`config.mk`:
```
export PLATFORM = sky130hd
export DESIGN_NAME = hbsd_outreg
export DESIGN_NICKNAME = d
export VERILOG_FILES = /design/src/hbsd_pkg.sv /design/src/hbsd_outreg.sv
export SDC_FILE = /design/constraint.sdc
export NUM_CORES = 1
export LEC_CHECK = 0
export ABC_CLOCK_PERIOD_IN_PS = 1300
export BUFFER_PORTS_ARGS = -buffer_cell sky130_fd_sc_hd__buf_2
export CAP_MARGIN = 20
export CELL_PAD_IN_SITES_DETAIL_PLACEMENT = 1
export CELL_PAD_IN_SITES_GLOBAL_PLACEMENT = 1
export CORE_AREA = 2 2 39 41
export DETAILED_ROUTE_END_ITERATION = 8
export DIE_AREA = 0 0 41 43
export GPL_TIMING_DRIVEN = 0
export PLACE_DENSITY = 0.83
export SETUP_SLACK_MARGIN = 0.4
export SLEW_MARGIN = 20
export SYNTH_ARGS = -nofsm -noshare
export SYNTH_HDL_FRONTEND = slang
export SYNTH_SLANG_ARGS = --single-unit
export TNS_END_PERCENT = 20
```
`constraint.sdc`:
```
create_clock -name i_clk -period 1.3 [get_ports i_clk]
set_input_delay 0.065 -clock i_clk [delete_from_list [all_inputs] [get_ports i_clk]]
set_output_delay 0.065 -clock i_clk [all_outputs]
set_load 0.05 [all_outputs]
```
`src/hbsd_pkg.sv`:
```
package hbsd_pkg;

    localparam int MAX_CODE_LEN  = 16;
    localparam int SYMBOL_COUNT  = 256;
    localparam int COUNT_BITS    = 32;

    localparam int SYM_W         = 8;
    localparam int CODE_W        = 16;
    localparam int LEN_W         = 5;
    localparam int SCOUNT_W      = 32;
    localparam int BYTE_W        = 8;
    localparam int CMD_W         = 2;
    localparam int ACC_W         = MAX_CODE_LEN;
    localparam int IDX_W         = $clog2(SYMBOL_COUNT);
    localparam int BITCNT_W      = $clog2(BYTE_W + 1);

    localparam int IN_DATA_W     = 72;
    localparam int OUT_DATA_W    = 8;
    localparam int OUT_USER_W    = 2;

    localparam int ENTRY_SYM_LO  = 0;
    localparam int CODE_LO       = ENTRY_SYM_LO + SYM_W;
    localparam int LEN_LO        = CODE_LO + CODE_W;
    localparam int SCOUNT_LO     = LEN_LO + LEN_W;
    localparam int BYTE_LO       = SCOUNT_LO + SCOUNT_W;

    localparam logic [CMD_W-1:0] CMD_LOAD  = 2'd0;
    localparam logic [CMD_W-1:0] CMD_START = 2'd1;
    localparam logic [CMD_W-1:0] CMD_BYTE  = 2'd2;

    typedef struct packed {
        logic [LEN_W-1:0] len;
        logic [ACC_W-1:0] code;
    } t_entry;

    localparam int ENTRY_W = $bits(t_entry);

    typedef struct packed {
        logic [SYM_W-1:0] symbol;
        logic             last;
        logic             done;
        logic             err;
    } t_result;

    typedef struct packed {
        logic             en;
        logic [SYM_W-1:0] sym;
        logic [CODE_W-1:0] code;
        logic [LEN_W-1:0] len;
    } t_load;

endpackage

```
`src/hbsd_outreg.sv`:
```
module hbsd_outreg (
    input  logic                                i_clk,
    input  logic                                i_rst_n,
    input  logic                                i_push,
    input  hbsd_pkg::t_result                   i_result,
    output logic                                o_can_push,
    output logic                                m_axis_tvalid,
    input  logic                                m_axis_tready,
    output logic [hbsd_pkg::OUT_DATA_W-1:0]     m_axis_tdata,
    output logic                                m_axis_tlast,
    output logic [hbsd_pkg::OUT_USER_W-1:0]     m_axis_tuser
);

    logic              r_valid;
    hbsd_pkg::t_result r_result;

    assign o_can_push = !r_valid || m_axis_tready;

    always_ff @(posedge i_clk) begin
        if (!i_rst_n) begin
            r_valid <= 1'b0;
        end else if (i_push && o_can_push) begin
            r_valid <= 1'b1;
        end else if (m_axis_tready) begin
            r_valid <= 1'b0;
        end
        if (i_push && o_can_push) begin
            r_result <= i_result;
        end
    end

    assign m_axis_tvalid = r_valid;
    assign m_axis_tdata  = hbsd_pkg::OUT_DATA_W'(r_result.symbol);
    assign m_axis_tlast  = r_result.last;
    assign m_axis_tuser  = {r_result.err, r_result.done};

endmodule

```
==> results_dict.tcl, run 1 <==
set metrics [dict create \
    insertion_delay_ns 0.27 \
    yosysSeqAreaShare 0.903 \
    synthToLayoutAreaGrowth_pct 90.3 \
    drc 0 \
    synth_top_area_cell "edfxtp_1" \
    syn_area_per_cell_sq_um 24.2 \
    finalSetupViolCount 0 \
    final_hold_viol_count 0 \
    grt_usage 0.122 \
    grt_pass1_vias 331 \
    drive_gt1_frac 0.600 \
    start_util 0.280 \
    drt-initial-drc-count 0 \
    final.period_utilization 0.699 \
    yosysUniqueCellTypes 6 \
    die_h_microns 43 \
    die_area_sq_um 1760 \
    post_dp_cell_area_sq_um 547 \
    num_io_pins 28 \
    synth_warnings 0 \
    tightestPinTransition_ns 0.253 \
    num-nets-final 76 \
    cts_root_buf "clkbuf_4" \
    p_leak_nw 0.326 \
    cp-end-kind "flop" \
    max_slew_margin 0.833 \
    cts_tree "built" \
    vias 301 \
    cts_buffers 3 \
    port_buffers 27 \
    fmax_mhz 1100 \
    wirelength_microns 857 \
    yosys.area.top_type_share 0.852 \
    fin_area_sq_um 738 \
    via_per_inst 3.96 \
    crit_required_ns 1.27 \
    grt_max_degree 8 \
    period_minus_slack_ns 0.909 \
    grt_pass1_wl_microns 1370 \
    finClkSkew_ns 0.0106 \
    peakVddDrop_mv 0.445 \
    n_antenna_cell 0 \
    critPathLaunchType "flop" \
    drv_slew 0 \
    cts_sinks 12 \
    wl_per_cell_microns 11.3 \
    mappedNetlistArea_sq_um 388 \
    clock_path_buffers 2 \
    max_cap_violations 0 \
    hold_path_class "input port to flop" \
    power.density_nw_per_um2 1180 \
    synth_area_leaders "edfxtp_1, dfxtp_1, nand2b_4" \
    timing_worst_setup_path_type "flop to flop" \
    netlist_instances 16 \
    status "finished, final reports clean" \
    htreeDepth 1 \
    synth-seq-cells 12 \
    critPathMaxFanout 6 \
    drtPass1Iterations 1 \
    tns_ns 0 \
    worstPathArrival_ns 0.88 \
    grt-ovfl-total 0 \
    antenna_left 0 \
    fp.dieW_microns 41 \
    clkTransAtPathRegs_ns 0.06 \
    routabilityCongestion 0.567 \
    synth_nets 31 \
    rows 14 \
    rsz0062_at_grt "true" \
    core_region_area_sq_um 1380 \
    antenna_found_initial 0 \
]
-- per-stage QoR --
| stage | worst slack [ns] | total power [mW] | utilization | hold slack (ns) | cells |
|---|---|---|---|---|---|
| CTS | 0.366 | 0.867 | 0.511 | 0.0360 | 76 |
| finish | 0.391 | 0.874 | 0.533 | 0.0410 | 76 |
| global placement | 0.369 | 0.602 | 0.395 | 0.243 | 59 |
| global route | 0.358 | 0.914 | 0.533 | 0.0441 | 76 |
| detailed placement | 0.361 | 0.604 | 0.395 | 0.243 | 59 |
| floorplan | 0.181 | 0.561 | - | 0.164 | 16 |
-- power breakdown --
group | total (mW) | internal, mW | switching, mW
Combinational | 0.188 | 0.0757 | 0.112
Clock | 0.232 | 0.119 | 0.114
Sequential | 0.454 | 0.447 | 0.00752
-- cells in the mapped netlist --
library cell / instances
a21boi_2: 1
and2_4: 1
dfxtp_1: 1
edfxtp_1: 11
inv_1: 1
nand2b_4: 1
-- worst max-delay path, cell delays in order (launching register included) --
cell,delay [ns]
dfxtp_4,0.35
nand2b_4,0.09
and2_4,0.19
-- kinds of logic after synthesis --
logic type	share of synthesized area
flops	0.903
buf+inv	0.00967
simple gates	0.0581
compound gates	0.0290
-- layer usage --
metal | wire length (microns) | GRT usage
met4 | 0 | 0.0800
met5 | 0 | 0
met1 | 337 | 0.145
met3 | 103 | 0.0366
met2 | 416 | 0.181
-- final cells by class --
cell class / count / area [sq um]
sequential: 12 / 354
inverter: 1 / 3.75
fill: 158 / 646
multi-input combinational: 4 / 42.5
clock buffer: 4 / 26.3
tap: 16 / 20.0
timing repair buffer: 39 / 292
-- registers in the layout (all words and copies together), names as in the netlist --
register and count:
m_axis_tdata 8, m_axis_tuser 2, m_axis_tlast 1, m_axis_tvalid 1
-- cells in the final DEF (no fill, tap or decap) --
| cell | instances |
|---|---|
| edfxtp_1 | 11 |
| dfxtp_4 | 1 |
| a21boi_2 | 1 |
| inv_1 | 1 |
| clkbuf_4 | 4 |
| buf_4 | 4 |
| dlygate4sd3_1 | 11 |
| nand2b_4 | 1 |
| buf_6 | 3 |
| and2_4 | 2 |
| buf_8 | 1 |
| buf_2 | 19 |
| clkbuf_1 | 1 |
-- path summary, 6_finish.rpt --
path	end	depth (start not counted)	slack, ns	from
hold / removal	m_axis_tvalid$_SDFFE_PN0P_	2	0.04	i_rst_n
setup reg to reg	m_axis_tdata[2]$_DFFE_PP_	2	0.39	m_axis_tvalid$_SDFFE_PN0P_
setup / recovery	m_axis_tdata[2]$_DFFE_PP_	2	0.39	m_axis_tvalid$_SDFFE_PN0P_
hold reg to reg	m_axis_tvalid$_SDFFE_PN0P_	3	0.62	m_axis_tvalid$_SDFFE_PN0P_
-- repair_timing --
item                       4_1_cts  5_1_grt
setup endpoints to repair       24       24
hold buffers                    11        0
setup buffers                    1        0
pin swaps                        1        0
hold endpoints to repair        11        0
cloned                           1        0
gates resized for setup          3       16
Power figures use the tool's default switching activity.
==> run 2: changes to the inputs <==
--- a/config.mk
+++ b/config.mk
@@ -5,16 +5,16 @@
 export SDC_FILE = /design/constraint.sdc
 export NUM_CORES = 1
 export LEC_CHECK = 0
-export ABC_CLOCK_PERIOD_IN_PS = 1300
+export ABC_CLOCK_PERIOD_IN_PS = 900
 export BUFFER_PORTS_ARGS = -buffer_cell sky130_fd_sc_hd__buf_2
 export CAP_MARGIN = 20
 export CELL_PAD_IN_SITES_DETAIL_PLACEMENT = 1
 export CELL_PAD_IN_SITES_GLOBAL_PLACEMENT = 1
-export CORE_AREA = 2 2 39 41
+export CORE_MARGIN = 1
+export CORE_UTILIZATION = 28
 export DETAILED_ROUTE_END_ITERATION = 8
-export DIE_AREA = 0 0 41 43
 export GPL_TIMING_DRIVEN = 0
-export PLACE_DENSITY = 0.83
+export PLACE_DENSITY = 0.8
 export SETUP_SLACK_MARGIN = 0.4
 export SLEW_MARGIN = 20
 export SYNTH_ARGS = -nofsm -noshare
==> constraint.sdc (replaced) <==
create_clock -name i_clk -period 0.9 [get_ports i_clk]
set_input_delay 0.045 -clock i_clk [delete_from_list [all_inputs] [get_ports i_clk]]
set_output_delay 0.045 -clock i_clk [all_outputs]
set_load 0.05 [all_outputs]
==> run 2 against run 1 <==
  * Largest power group unchanged
  * Die area is 13% lower
  * Fmax hardly changed
  * The run now ends with hold timing, setup timing left
  * Via count is 9.3% lower
  * Critical endpoint is now m_axis_tuser[0]$_DFFE_PP_
  * Combinational power is 35% higher
  * Non-clock buffer count is 11 lower
  * Total power is 42% higher
  * Clock skew is 0.0067 ns lower
  * Setup slack worse by 0.40 ns
  * Flip-flop and latch count stayed put
  * Clock power is 41% higher
  * Final cell count is 16% lower
==> results_dict.tcl, run 2 (same netlist as run 1, synthesis figures left out) <==
set metrics [dict create \
    critPathMaxFanout 6 \
    grt_pass1_vias 283 \
    cts_root_buf "clkbuf_4" \
    antenna_left 0 \
    hold_depth 1 \
    grt-ovfl-total 0 \
    power.density_nw_per_um2 1860 \
    clock_path_buffers 2 \
    place_inst 58 \
    final_common_cell "buf_2" \
    finClkSkew_ns 0.00394 \
    crit_required_ns 0.87 \
    core_region_area_sq_um 1300 \
    layout_common_cells "buf_2, edfxtp_1, buf_6" \
    insertion_delay_ns 0.26 \
    met1_usage 0.114 \
    drtPass1Iterations 1 \
    rsz0062_at_grt "true" \
    largest_reg_flops 8 \
    num-nets-final 65 \
    gr-usage-met2 0.204 \
    num_io_pins 28 \
    max_slew_margin 0.902 \
    multiInputGateArea_sq_um 42.5 \
    violations "hold timing, setup timing" \
    drv_slew 0 \
    fill_cells 134 \
    r2r_cells 2 \
    drc 0 \
    die_area_sq_um 1540 \
    cts_sinks 12 \
    timing_worst_setup_path_type "flop to flop" \
    p_leak_nw 0.294 \
    cts_tree "built" \
    routabilityCongestion 0.609 \
    vias 273 \
    finalSetupViolCount 6 \
    final.period_utilization 1.01 \
    start_util 0.298 \
    grt_pass1_wl_microns 1120 \
    whs_ns -0.0461 \
    status "complete, but fails checks" \
    antenna_found_initial 0 \
    final_hold_viol_count 11 \
    fmax_mhz 1100 \
    hpwl_microns 565 \
    n_antenna_cell 0 \
    die_h_microns 39.2 \
    drt-initial-drc-count 0 \
    cp-end-kind "flop" \
    peakVddDrop_mv 0.875 \
    period_minus_slack_ns 0.909 \
    cts_buffers 3 \
    finalPower_mw 1.24 \
    fp.dieW_microns 39.2 \
    worstPathArrival_ns 0.88 \
    tns_ns -0.0478 \
    globalRoute.busiestLayer "met2" \
    via_per_inst 4.27 \
    seqCellArea_sq_um 354 \
    wirelength_microns 709 \
    port_buffers 27 \
    synthToLayoutAreaGrowth_pct 72.6 \
    wl_per_cell_microns 11.1 \
    grt_max_degree 8 \
    htreeDepth 1 \
    grtUsageMet3 0.0578 \
    max_cap_violations 0 \
    critPathLaunchType "flop" \
    tightestPinTransition_ns 0.148 \
    grt_usage 0.121 \
    layout_setup_ws_ns -0.00909 \
    drive_gt1_frac 0.735 \
    rows 13 \
    clkTransAtPathRegs_ns 0.07 \
    fin_cells 64 \
    hold_path_class "input port to flop" \
]
run 2: cell count changes in the layout (fill, tap and decap cells not counted):
| cell | previous run | this run |
|---|---|---|
| buf_6 | 3 | 11 |
| clkbuf_4 | 4 | 3 |
| buf_2 | 19 | 14 |
| dlygate4sd3_1 | 11 | 0 |
| buf_4 | 4 | 2 |
run 2: final timing paths:
kind / start / endpoint / slack (ns)
max: m_axis_tvalid$_SDFFE_PN0P_ / m_axis_tuser[0]$_DFFE_PP_ / -0.009
min: i_result[8] / m_axis_tdata[5]$_DFFE_PP_ / -0.05
max reg2reg: m_axis_tvalid$_SDFFE_PN0P_ / m_axis_tuser[0]$_DFFE_PP_ / -0.009
min reg2reg: m_axis_tvalid$_SDFFE_PN0P_ / m_axis_tvalid$_SDFFE_PN0P_ / 0.62
run 2: timing repair:
action | CTS | global route
endpoints found under the hold margin | 11 | 11
gates cloned | 1 | 0
resized for setup | 27 | 0
endpoints found under the setup margin | 25 | 25
pin swaps | 1 | 1
setup buffers | 1 | 0
run 2: stage by stage:
step           instance area [sq um]  hold WS [ns]  utilization  setup slack (ns)
2_1_floorplan                    392         0.144            -            -0.219
3_3_place_gp                     546         0.223        0.419           -0.0396
3_5_place_dp                     546         0.223        0.419           -0.0479
4_1_cts                          669       -0.0601        0.514           -0.0160
5_1_grt                          669       -0.0728        0.514           -0.0296
6_report                         669       -0.0461        0.514          -0.00909
run 2: layout make-up:
cell class              count  area share
inverters                   1     0.00561
multi-input cells           4      0.0636
clock buffers               4      0.0393
well taps                  15      0.0280
flip-flops and latches     12       0.529
repair buffers             28       0.335
run 2: where the power goes:
| group | switching (mW) | internal (mW) |
|---|---|---|
| Clock | 0.156 | 0.171 |
| Sequential | 0.0157 | 0.646 |
| Combinational | 0.154 | 0.0985 |
| Total | 0.326 | 0.916 |
run 2: per-layer routing:
layer  part of all wire  vias up  wire, microns
met1               0.35      130            248
met3              0.079        0             56
met4                  0        0              0
li1                   -      128              -
met5                  0        -              0
met2               0.57       15            404
run 2: critical path: stages, from the launching register on:
cell and delay, ns:
dfxtp_4 0.35, nand2b_4 0.09, and2_4 0.19
==> run 3: changes to the inputs <==
--- a/config.mk
+++ b/config.mk
@@ -5,17 +5,19 @@
 export SDC_FILE = /design/constraint.sdc
 export NUM_CORES = 1
 export LEC_CHECK = 0
+export ABC_AREA = 1
 export ABC_CLOCK_PERIOD_IN_PS = 900
 export BUFFER_PORTS_ARGS = -buffer_cell sky130_fd_sc_hd__buf_2
 export CAP_MARGIN = 20
 export CELL_PAD_IN_SITES_DETAIL_PLACEMENT = 1
 export CELL_PAD_IN_SITES_GLOBAL_PLACEMENT = 1
 export CORE_MARGIN = 1
-export CORE_UTILIZATION = 28
+export CORE_UTILIZATION = 27
 export DETAILED_ROUTE_END_ITERATION = 8
 export GPL_TIMING_DRIVEN = 0
-export PLACE_DENSITY = 0.8
+export PLACE_DENSITY = 0.79
 export SETUP_SLACK_MARGIN = 0.4
+export SKIP_LAST_GASP = 1
 export SLEW_MARGIN = 20
 export SYNTH_ARGS = -nofsm -noshare
 export SYNTH_HDL_FRONTEND = slang
==> run 3 against run 2 <==
  * The run still ends with hold timing, setup timing left
  * Sequential power is 0.8% lower
  * Critical path depth stayed put
  * Synthesized cell count is 13% higher
  * Final cell count is 1.6% higher
  * Setup slack worse by 0.053 ns
  * Clock power is 2% higher
  * Combinational power is 11% lower
  * Critical endpoint is now m_axis_tdata[0]$_DFFE_PP_
  * Highest routed layer unchanged
==> results_dict.tcl, run 3 <==
set metrics [dict create \
    layout_setup_ws_ns -0.0620 \
    final.period_utilization 1.07 \
    place_ws_ns -0.124 \
    n_antenna_cell 0 \
    finalPower_mw 1.22 \
    via_per_inst 4.00 \
    synth_top_area_cell "edfxtp_1" \
    fin_util 0.465 \
    critPathLaunchType "flop" \
    r2r_cells 2 \
    critPathMaxFanout 11 \
    cts_buffers 3 \
    die_area_sq_um 1570 \
    antenna_left 0 \
    p_switching_mw 0.337 \
    hold_depth 1 \
    routabilityCongestion 0.603 \
    max_stage_delay_ns 0.36 \
    synth_nets 33 \
    max_slew_margin 0.832 \
    largest_reg_flops 8 \
    switching_share 0.276 \
    yosysSeqAreaShare 0.918 \
    synth_edf_count 11 \
    grt_pass1_wl_microns 1100 \
    clkTransAtPathRegs_ns 0.07 \
    wirelength_microns 796 \
    tns_ns -0.674 \
    async_reset_ff_frac 0 \
    synth_area_leaders "edfxtp_1, dfxtp_1, a21oi_2" \
    finClkSkew_ns 0.00488 \
    grt-ovfl-total 0 \
    htreeDepth 1 \
    worstPathArrival_ns 0.94 \
    synth_warnings 0 \
    drc 0 \
    final_common_cell "buf_2" \
    cp_slowest_cell "dfxtp_4" \
    power.density_nw_per_um2 2010 \
    rsz0062_at_grt "true" \
    pwr-share-comb 0.186 \
    port_buffers 27 \
    cts_root_buf "clkbuf_4" \
    cts_tree "built" \
    cp-end-kind "flop" \
    drive_gt1_frac 0.720 \
    rows 13 \
    period_minus_slack_ns 0.962 \
    ys.flop_type "edfxtp_1" \
    violations "hold timing, setup timing" \
    max_cap_violations 0 \
    post_dp_cell_area_sq_um 551 \
    drv_slew 0 \
    grt_max_degree 12 \
    yosysUniqueCellTypes 7 \
    grt_usage 0.118 \
    antenna_found_initial 0 \
    fin_area_sq_um 606 \
    yosys.area.top_type_share 0.866 \
    die_h_microns 39.6 \
    finalSetupViolCount 14 \
    synthTopCellsByCount "edfxtp_1, inv_1" \
    intPower_mw 0.882 \
    drtPass1Iterations 2 \
    fp.dieW_microns 39.6 \
    insertion_delay_ns 0.27 \
    synth-seq-cells 12 \
    pwr-share-clk 0.275 \
    p_leak_nw 0.271 \
    drt-initial-drc-count 2 \
    crit_required_ns 0.88 \
    wl_per_cell_microns 12.2 \
    vias 260 \
    status "complete, but fails checks" \
    synth_most_common_cell "edfxtp_1" \
    netlist_instances 18 \
    num-nets-final 66 \
    whs_ns -0.0499 \
    layout_common_cells "buf_2, edfxtp_1, clkbuf_4" \
    start_util 0.293 \
    peakVddDrop_mv 0.698 \
    crit_chain "a21oi_4 -> buf_12" \
    fmax_mhz 1040 \
    seqPwrFrac 0.539 \
    mappedNetlistArea_sq_um 382 \
    timing_worst_setup_path_type "flop to flop" \
    synthToLayoutAreaGrowth_pct 58.7 \
    tightestPinTransition_ns 0.254 \
    hold_path_class "input port to flop" \
    num_io_pins 28 \
    clock_path_buffers 2 \
    final_hold_viol_count 11 \
    core_region_area_sq_um 1300 \
    syn_area_per_cell_sq_um 21.2 \
    grt_pass1_vias 231 \
    cts_sinks 12 \
]
==> run 3: layer usage <==
layer | routed length [microns] | vias up | track usage
met2 | 438 | 17 | 0.201
met3 | 78 | 0 | 0.0455
met1 | 279 | 112 | 0.117
met5 | 0 | - | 0
met4 | 0 | 0 | 0.0776
li1 | - | 131 | -
==> run 3: through the flow <==
stage | std cells | hold WS (ns)
after global routing | 65 | -0.0679
final | 65 | -0.0499
after floorplan | 18 | 0.144
after global placement | 60 | 0.223
after detailed placement | 60 | 0.223
after CTS | 65 | -0.0656
==> run 3: power by group through the flow <==
stage | clock network [mW] | logic (mW) | registers [mW]
2_1_floorplan | 0 | 0.0309 | 0.782
3_3_place_gp | 0 | 0.204 | 0.668
3_5_place_dp | 0 | 0.209 | 0.670
4_1_cts | 0.357 | 0.227 | 0.658
5_1_grt | 0.379 | 0.237 | 0.660
6_report | 0.335 | 0.226 | 0.657
==> run 3: kinds of logic (layout without fill, tap and decap cells) <==
kind of cell	after synthesis	in the layout	share of synthesized area
compound gates	2	2	0.0361
flops	12	12	0.918
buf+inv	3	35	0.0295
simple gates	1	1	0.0164
==> run 3: worst paths after layout <==
check	start	endpoint	slack, ns
setup reg to reg	m_axis_tvalid$_SDFFE_PN0P_	m_axis_tdata[0]$_DFFE_PP_	-0.06
hold reg to reg	m_axis_tvalid$_SDFFE_PN0P_	m_axis_tvalid$_SDFFE_PN0P_	0.55
hold / removal	i_result[8]	m_axis_tdata[5]$_DFFE_PP_	-0.05
setup / recovery	m_axis_tvalid$_SDFFE_PN0P_	m_axis_tdata[0]$_DFFE_PP_	-0.06
==> run 3: layout make-up <==
cell class	count	area, sq um
well taps	15	18.8
inverters	3	11.3
fillers	154	696
repair buffers	28	164
multi-input cells	3	31.3
flip-flops and latches	12	354
clock buffers	4	26.3
==> run 3: worst max-delay path, delay by kind of cell, from the launching register on <==
kind | cells | cell delay (ns)
buffers and inverters | 1 | 0.15
DFF | 1 | 0.36
AOI/OAI and AO/OA | 1 | 0.17
==> run 3: timing repair <==
item | CTS | global route
gates resized for setup | 3 | 0
pin swaps | 1 | 0
setup endpoints to repair | 25 | 25
gates cloned | 0 | 0
buffers inserted | 1 | 0
hold endpoints to repair | 12 | 12
